## src/rtl/alle_pkg.sv

```systemverilog
// Shared types, codes and the control store for the array linked list engine.
// Used by alle_seq, alle_dp and array_linked_list_engine_unit; depends on nothing.
package alle_pkg;

	localparam int DEF_SLOT_COUNT = 1024;
	localparam int DEF_DATA_WIDTH = 32;
	localparam int POS_W = 10;
	localparam int VAL_W = 32;

	typedef enum logic [1:0] {
		MD_INS_AFTER  = 2'd0,
		MD_INS_BEFORE = 2'd1,
		MD_DEL_AFTER  = 2'd2,
		MD_DEL_BEFORE = 2'd3
	} mode_t;

	typedef enum logic [1:0] {
		ST_OK    = 2'd0,
		ST_FULL  = 2'd1,
		ST_RANGE = 2'd2,
		ST_EMPTY = 2'd3
	} status_t;

	typedef struct packed {
		mode_t                   mode;
		logic [POS_W-1:0]        position;
		logic signed [VAL_W-1:0] item_value;
	} req_t;

	typedef struct packed {
		logic [POS_W-1:0] slot;
		status_t          status;
	} rsp_t;

	typedef enum logic [3:0] {
		S_IDLE = 4'd0,
		S_CHK  = 4'd1,
		S_INA1 = 4'd2,
		S_INA2 = 4'd3,
		S_INB1 = 4'd4,
		S_INB2 = 4'd5,
		S_DLA1 = 4'd6,
		S_DLB1 = 4'd7,
		S_DEL2 = 4'd8,
		S_DEL3 = 4'd9,
		S_FIN  = 4'd10
	} step_t;

	// operand sources for link memory write address and data
	typedef enum logic [2:0] {
		SRC_POS  = 3'd0,  // position of the request
		SRC_D    = 3'd1,  // slot being inserted or removed
		SRC_LNK  = 3'd2,  // neighbor of position on the op's side
		SRC_FH   = 3'd3,  // free head
		SRC_FREL = 3'd4,  // prev for a released slot
		SRC_FARN = 3'd5,  // next of removed slot
		SRC_FARP = 3'd6   // prev of removed slot
	} src_t;

	typedef enum logic {
		RA_POS  = 1'b0,
		RA_LINK = 1'b1
	} ra_t;

	typedef enum logic [1:0] {
		FH_KEEP = 2'd0,
		FH_NF   = 2'd1,
		FH_D    = 2'd2
	} fh_t;

	typedef enum logic [1:0] {
		J_GOTO     = 2'd0,
		J_WAIT     = 2'd1,
		J_DISPATCH = 2'd2
	} jmp_t;

	typedef struct packed {
		ra_t   ra_sel;
		logic  rda_en;
		logic  rdb_en;
		logic  ld_chk;
		logic  nw_en;
		src_t  nw_addr;
		src_t  nw_data;
		logic  pw_en;
		logic  pw_fhnz;
		src_t  pw_addr;
		src_t  pw_data;
		logic  uw_en;
		logic  uw_val;
		logic  dw_en;
		fh_t   fh_ld;
		logic  emit;
		jmp_t  jmp;
		step_t tgt;
	} cw_t;

	typedef struct packed {
		logic  ok;
		mode_t mode;
	} dpf_t;

	localparam cw_t CW_NOP = '{
		ra_sel: RA_POS, rda_en: 1'b0, rdb_en: 1'b0, ld_chk: 1'b0,
		nw_en: 1'b0, nw_addr: SRC_POS, nw_data: SRC_POS,
		pw_en: 1'b0, pw_fhnz: 1'b0, pw_addr: SRC_POS, pw_data: SRC_POS,
		uw_en: 1'b0, uw_val: 1'b0, dw_en: 1'b0, fh_ld: FH_KEEP,
		emit: 1'b0, jmp: J_GOTO, tgt: S_IDLE
	};

	// control store: one word per step
	function automatic cw_t ucode(step_t s);
		cw_t c;
		c = CW_NOP;
		unique case (s)
			S_IDLE: begin
				c.ra_sel = RA_POS;
				c.rda_en = 1'b1;
				c.rdb_en = 1'b1;
				c.jmp    = J_WAIT;
				c.tgt    = S_CHK;
			end
			S_CHK: begin
				c.ra_sel = RA_LINK;
				c.rda_en = 1'b1;
				c.ld_chk = 1'b1;
				c.jmp    = J_DISPATCH;
			end
			S_INA1: begin
				c.nw_en   = 1'b1;
				c.nw_addr = SRC_D;
				c.nw_data = SRC_LNK;
				c.pw_en   = 1'b1;
				c.pw_addr = SRC_D;
				c.pw_data = SRC_POS;
				c.tgt     = S_INA2;
			end
			S_INA2: begin
				c.pw_en   = 1'b1;
				c.pw_addr = SRC_LNK;
				c.pw_data = SRC_D;
				c.nw_en   = 1'b1;
				c.nw_addr = SRC_POS;
				c.nw_data = SRC_D;
				c.fh_ld   = FH_NF;
				c.uw_en   = 1'b1;
				c.uw_val  = 1'b1;
				c.dw_en   = 1'b1;
				c.emit    = 1'b1;
				c.tgt     = S_IDLE;
			end
			S_INB1: begin
				c.pw_en   = 1'b1;
				c.pw_addr = SRC_D;
				c.pw_data = SRC_LNK;
				c.nw_en   = 1'b1;
				c.nw_addr = SRC_D;
				c.nw_data = SRC_POS;
				c.tgt     = S_INB2;
			end
			S_INB2: begin
				c.nw_en   = 1'b1;
				c.nw_addr = SRC_LNK;
				c.nw_data = SRC_D;
				c.pw_en   = 1'b1;
				c.pw_addr = SRC_POS;
				c.pw_data = SRC_D;
				c.fh_ld   = FH_NF;
				c.uw_en   = 1'b1;
				c.uw_val  = 1'b1;
				c.dw_en   = 1'b1;
				c.emit    = 1'b1;
				c.tgt     = S_IDLE;
			end
			S_DLA1: begin
				c.nw_en   = 1'b1;
				c.nw_addr = SRC_POS;
				c.nw_data = SRC_FARN;
				c.pw_en   = 1'b1;
				c.pw_addr = SRC_FARN;
				c.pw_data = SRC_POS;
				c.tgt     = S_DEL2;
			end
			S_DLB1: begin
				c.pw_en   = 1'b1;
				c.pw_addr = SRC_POS;
				c.pw_data = SRC_FARP;
				c.nw_en   = 1'b1;
				c.nw_addr = SRC_FARP;
				c.nw_data = SRC_POS;
				c.tgt     = S_DEL2;
			end
			S_DEL2: begin
				c.nw_en   = 1'b1;
				c.nw_addr = SRC_D;
				c.nw_data = SRC_FH;
				c.pw_en   = 1'b1;
				c.pw_addr = SRC_D;
				c.pw_data = SRC_FREL;
				c.tgt     = S_DEL3;
			end
			S_DEL3: begin
				c.pw_en   = 1'b1;
				c.pw_fhnz = 1'b1;
				c.pw_addr = SRC_FH;
				c.pw_data = SRC_D;
				c.fh_ld   = FH_D;
				c.uw_en   = 1'b1;
				c.uw_val  = 1'b0;
				c.emit    = 1'b1;
				c.tgt     = S_IDLE;
			end
			S_FIN: begin
				c.emit = 1'b1;
				c.tgt  = S_IDLE;
			end
			default: begin
				c.tgt = S_IDLE;
			end
		endcase
		return c;
	endfunction

endpackage

```

## src/rtl/alle_seq.sv

```systemverilog
// Step counter and control store sequencer of the array linked list engine.
// Depends on alle_pkg (step codes, control word, control store).
module alle_seq (
	input  logic            clk,
	input  logic            arst_n,
	input  logic            req_acc,
	input  logic            rsp_busy,
	input  alle_pkg::dpf_t  dpf,
	output alle_pkg::cw_t   cw,
	output logic            idle
);

	alle_pkg::step_t step_q;
	alle_pkg::step_t step_nx;
	alle_pkg::cw_t   rom;
	logic            fire;

	assign rom = alle_pkg::ucode(step_q);

	// a step that hands over a result waits while the output register is held
	assign fire = !(rom.emit && rsp_busy);

	always_comb begin
		step_nx = step_q;
		if (fire) begin
			unique case (rom.jmp)
				alle_pkg::J_GOTO: begin
					step_nx = rom.tgt;
				end
				alle_pkg::J_WAIT: begin
					if (req_acc) begin
						step_nx = rom.tgt;
					end
				end
				alle_pkg::J_DISPATCH: begin
					if (!dpf.ok) begin
						step_nx = alle_pkg::S_FIN;
					end else begin
						unique case (dpf.mode)
							alle_pkg::MD_INS_AFTER:  step_nx = alle_pkg::S_INA1;
							alle_pkg::MD_INS_BEFORE: step_nx = alle_pkg::S_INB1;
							alle_pkg::MD_DEL_AFTER:  step_nx = alle_pkg::S_DLA1;
							alle_pkg::MD_DEL_BEFORE: step_nx = alle_pkg::S_DLB1;
						endcase
					end
				end
				default: begin
					step_nx = alle_pkg::S_IDLE;
				end
			endcase
		end
	end

	always_comb begin
		cw   = fire ? rom : alle_pkg::CW_NOP;
		idle = (step_q == alle_pkg::S_IDLE);
	end

	always_ff @(posedge clk or negedge arst_n) begin
		if (!arst_n) begin
			step_q <= alle_pkg::S_IDLE;
		end else begin
			step_q <= step_nx;
		end
	end

	a_emit_ends: assert property (@(posedge clk) disable iff (!arst_n)
		cw.emit |=> step_q == alle_pkg::S_IDLE)
		else $error("sequencer did not return to idle after a result");

	a_chk_from_idle: assert property (@(posedge clk) disable iff (!arst_n)
		cw.ld_chk |-> $past(idle))
		else $error("check step entered without a request");

endmodule

```

## config.mk

```make
export PLATFORM = sky130hd
export DESIGN_NAME = alle_seq
export DESIGN_NICKNAME = d
export VERILOG_FILES = /design/src/rtl/alle_pkg.sv /design/src/rtl/alle_seq.sv
export SDC_FILE = /design/constraint.sdc
export NUM_CORES = 1
export LEC_CHECK = 0
export BUFFER_PORTS_ARGS = -buffer_cell sky130_fd_sc_hd__buf_4
export CAP_MARGIN = 5
export CORE_UTILIZATION = 45
export CTS_CLUSTER_DIAMETER = 200
export DETAILED_ROUTE_END_ITERATION = 7
export GPL_TIMING_DRIVEN = 0
export PLACE_DENSITY_LB_ADDON = 0.2
export SLEW_MARGIN = 0
export SYNTH_ARGS = -nofsm -noshare
export SYNTH_HDL_FRONTEND = slang
export SYNTH_SLANG_ARGS = --single-unit
```

## constraint.sdc

```tcl
create_clock -name clk -period 3.4 [get_ports clk]
set_clock_uncertainty 0.1 [all_clocks]
set_input_delay 0.68 -clock clk [delete_from_list [all_inputs] [get_ports clk]]
set_output_delay 0.68 -clock clk [all_outputs]
set_load 0.02 [all_outputs]
```

# Yosys cells after proc, flatten, opt, wreduce, memory -nomap -nowiden
# Index checks and enable logic that the tools add are counted.
[word_totals] wordCells=45 inputBits=7 ff_bits=4 out_inout_bits=32
[op_classes] n_bitwise=1 n_eq_ne=16 mux=18 reduce_logical=9
[op_table] op="$pmux W7 S7" n=1
[op_table] op="$pmux W6 S8" n=1
[op_table] op="$mux W31" n=1
[op_table] op="$pmux W4 S5" n=1
[op_table] op="$eq A4 B3 Y1 const B" n=4
[op_table] op="$pmux W2 S2" n=4
[op_table] op="$pmux W4 S4" n=1
[op_table] op="$eq A4 B4 Y1 const B" n=3
[op_table] op="$pmux W4 S3" n=1
[op_table] op="$eq A4 B2 Y1 const B" n=2
[op_table] op="$mux W4" n=2
[op_table] op="$reduce_or A8 Y1" n=1
[op_table] op="$eq A2 B2 Y1 const B" n=3
[op_table] op="$mux W1" n=6
[op_table] op="$eq A2 B1 Y1 const B" n=2
[op_table] op="$eq A4 B1 Y1 const B" n=1
[op_table] op="$logic_not A2 Y1" n=2
[op_table] op="$logic_not A4 Y1" n=1
[op_table] op="$reduce_or A2 Y1" n=2
[op_table] op="$reduce_or A4 Y1" n=1
[op_table] op="$ne A2 B2 Y1 const B" n=1
[op_table] op="$reduce_and A2 Y1" n=1
[op_table] op="$logic_and A1 B1 Y1" n=1
[op_table] op="$not A1 Y1" n=1

# Depth between registers and ports, before layout
[logic_depth] ltp_word=6 depth_mapped=5 ltp_nobuf=4

# Least setup slack after synthesis
# OpenSTA, ideal clock, no wires.
[synth_timing] path_kind="flip-flop to output port" startpoint="register step_q[2]" endpoint="output cw[30] (netlist name)" n_path_buf=4 required_time_ns=2.620 path_stages_with_launch=6 slack_ns=0.619 t_arrival_ns=2.001 path_cell_list="dfrtp_1 > clkbuf_2 > buf_2 > clkbuf_1 > nor4b_1 > buf_4"
[synth_lines] element="start: declaration" line_no="alle_seq.sv:13" text="alle_pkg::step_t step_q;"
[synth_lines] element="start signal: assignment" line_no="alle_seq.sv:61" text="step_q <= alle_pkg::S_IDLE;"
[synth_lines] element="start signal: assignment" line_no="alle_seq.sv:63" text="step_q <= step_nx;"
[synth_lines] element="end: declaration" line_no="alle_seq.sv:9" text="output alle_pkg::cw_t cw,"

==> metrics.txt <==
post-CTS sizing=0; vias per cell=around 5.7; FMAX=0.366 GHz; PortBufs=38; Internal=between 0.5 and 0.6 mW; syn nets=103; worst min path class=primary input to async pin; Reg power frac=around 7.9%; Largest regs=step_q x4; startpoint types=flop; 1st-pass router iterations=4; design area=around 0.0010 mm2; Sink Count=4; ys flop type=dfrtp_1; CP Data Arrival Time=1.95 ns; synthesized area=slightly below 700 um2; VDD IR max=~0.76 mV; row cnt=13; initial core utilization=about half; Area Overhead vs Synth=47.5%; first-pass GRT wire length=roughly 3 mm; post-synthesis cell count=96; Syn Area/Cell=approximately 7.2 um2; count of different cell masters after synthesis=39; DRC=0; height of the die=a little over 40 um; total negative slack=0 ns; P per Cell Area=approximately 1200 mW/mm2; gr usage total=a little over a quarter; die area=between 0.0015 and 0.002 mm2; max reg flops=4; clk buf depth=2; unrepaired setup endpoints after global routing=false; sequential share of the synthesized area=between 10% and 20%; Yosys reg bits=4; switching part of the total=~54%; Max Slew Vio Count=0; Async SR Flop Fraction=100%; initial antenna violation count=0; root buffer cell=clkbuf_4; number of diodes=0; Total Nets Final=roughly 150; clk slew on worst S/H paths=roughly 0.04 ns; Post-Route WL=~2.1 mm; sw power=around 0.65 mW; CP endpoint kind=output port; routed len/inst=roughly 14 um; core area=about 0.0014 mm2; remaining antenna violation count=0; MaxCap Viol Count=0; largest net degree at the start of global routing=11; Pwr Total=roughly 1.2 mW; share of post-route cells with drive strength above 1=40.9%; min Tclk post-route=around 2.7 ns; Initial DRC Count=25; Yosys warnings=0; number of flops mapped to enable cells by yosys=0; HPWL Detailed=between 1.5 and 2 mm; largest reg by FF count=step_q; Final Hold Vio Count=0; H-tree depth=1; gpl congestion=0.837; Worst Tran Pin Value=0.464 ns; number of global-route vias before repair=between 600 and 700; Setup Crit Path Kind=flop to output port; CTS tree=yes; via count=roughly 870; Leak=between 0.5 and 0.6 nW; post-CTS setup buffer count=0; outcome=finished clean; required time worst endpoint=2.62 ns; Post-DP Area=about 990 um2; Comb pwr share=just under 90%; Max transition margin=69.0%; Die W=just over 40 um; hold_buf cts=0; global route overflow=0; part of the cycle the worst path needs=approximately four fifths; CTS Buf Count=3; crit-path max FO=10; final setup vio count=0; I/O Pins=39; clock share of power=about 4.8%; clk_lat worst skew=0.23 ns
stage by stage:
step | worst slack, ns | utilization [%] | std cells | hold slack (ns)
final | 0.670 | 74.3 | 152 | 0.134
after global routing | 0.482 | 74.3 | 152 | 0.127
after CTS | 0.666 | 74.3 | 152 | 0.129
after detailed placement | 0.881 | 72.6 | 149 | 0.377
after global placement | 0.873 | 72.6 | 149 | 0.375
after floorplan | 0.619 | - | 96 | 0.284
area by class of cell:
| type | instances | area, um2 |
|---|---|---|
| multi-input combinational | 75 | 487 |
| fill | 113 | 352 |
| timing repair buffer | 38 | 285 |
| sequential | 4 | 100 |
| buffer | 16 | 97.6 |
| clock buffer | 3 | 22.5 |
| tap | 15 | 18.8 |
| inverter | 1 | 3.75 |
path summary, 6_finish.rpt:
check / startpoint / to / slack [ns] / cells past startpoint
worst max-delay path: step_q[0]$_DFFE_PN0P_ / cw[30] / 0.67 / 5
worst min-delay path: arst_n / step_q[0]$_DFFE_PN0P_ / 0.13 / 1
worst max register to register: step_q[3]$_DFFE_PN0P_ / step_q[0]$_DFFE_PN0P_ / 1.60 / 4
worst min register to register: step_q[3]$_DFFE_PN0P_ / step_q[3]$_DFFE_PN0P_ / 0.72 / 3
max in group asynchronous: arst_n / step_q[3]$_DFFE_PN0P_ / 2.97 / 1
min in group clk: step_q[3]$_DFFE_PN0P_ / step_q[3]$_DFFE_PN0P_ / 0.72 / 3
routing by layer:
layer	global-route usage, %	share of wire [%]
met1	33.7	43
met3	5.98	8.2
met4	6.45	0
met5	0	0
met2	45.3	48
cells in the mapped netlist, types with 3 or more instances:
library cell / number / area, um2
buf_2: 5 / 25.0
buf_4: 4 / 30.0
nor2_1: 14 / 52.6
o21ai_0: 7 / 35.0
a21oi_1: 5 / 25.0
dfrtp_1: 4 / 100
nor3b_1: 3 / 22.5
nor3_1: 5 / 25.0
clkbuf_1: 3 / 11.3
nand2_1: 3 / 11.3
nand2b_1: 7 / 43.8
xor2_1: 3 / 26.3
layout by cell type (no fill, tap or decap), types with 3 or more instances in the layout:
cell and n:
clkbuf_4 3, a21oi_1 5, nor3_1 5, o21ai_0 7
clkbuf_1 3, nor2_1 14, buf_2 5, nand2_1 3
buf_4 42, nand2b_1 7, dfrtp_1 4, nor3b_1 3
xor2_1 3
power groups by stage:
stage               Sequential [mW]  Combinational, mW  Clock, mW
global route                 0.0991               1.15     0.0632
floorplan                    0.0897              0.711          0
finish                       0.0957               1.06     0.0580
global placement             0.0922               1.04          0
CTS                          0.0945               1.06     0.0604
detailed placement           0.0953               1.06          0
kinds of logic (layout without fill, tap and decap cells):
family / after synthesis / after routing / share of synthesized area (%)
compound gates: 22 / 22 / 22.5
mux: 1 / 1 / 1.64
simple gates: 47 / 47 / 39.8
flops: 4 / 4 / 14.5
fa+ha+maj: 2 / 2 / 2.91
xor+xnor: 3 / 3 / 3.82
buf+inv: 17 / 58 / 14.7
worst max-delay path, cell delays in order, from the launching register on:
cell      delay [ns]
dfrtp_1         0.44
buf_2           0.24
clkbuf_1        0.37
nor4b_1         0.37
buf_4           0.17
buf_4           0.13
Note: power is estimated with default switching activity, not from simulation.
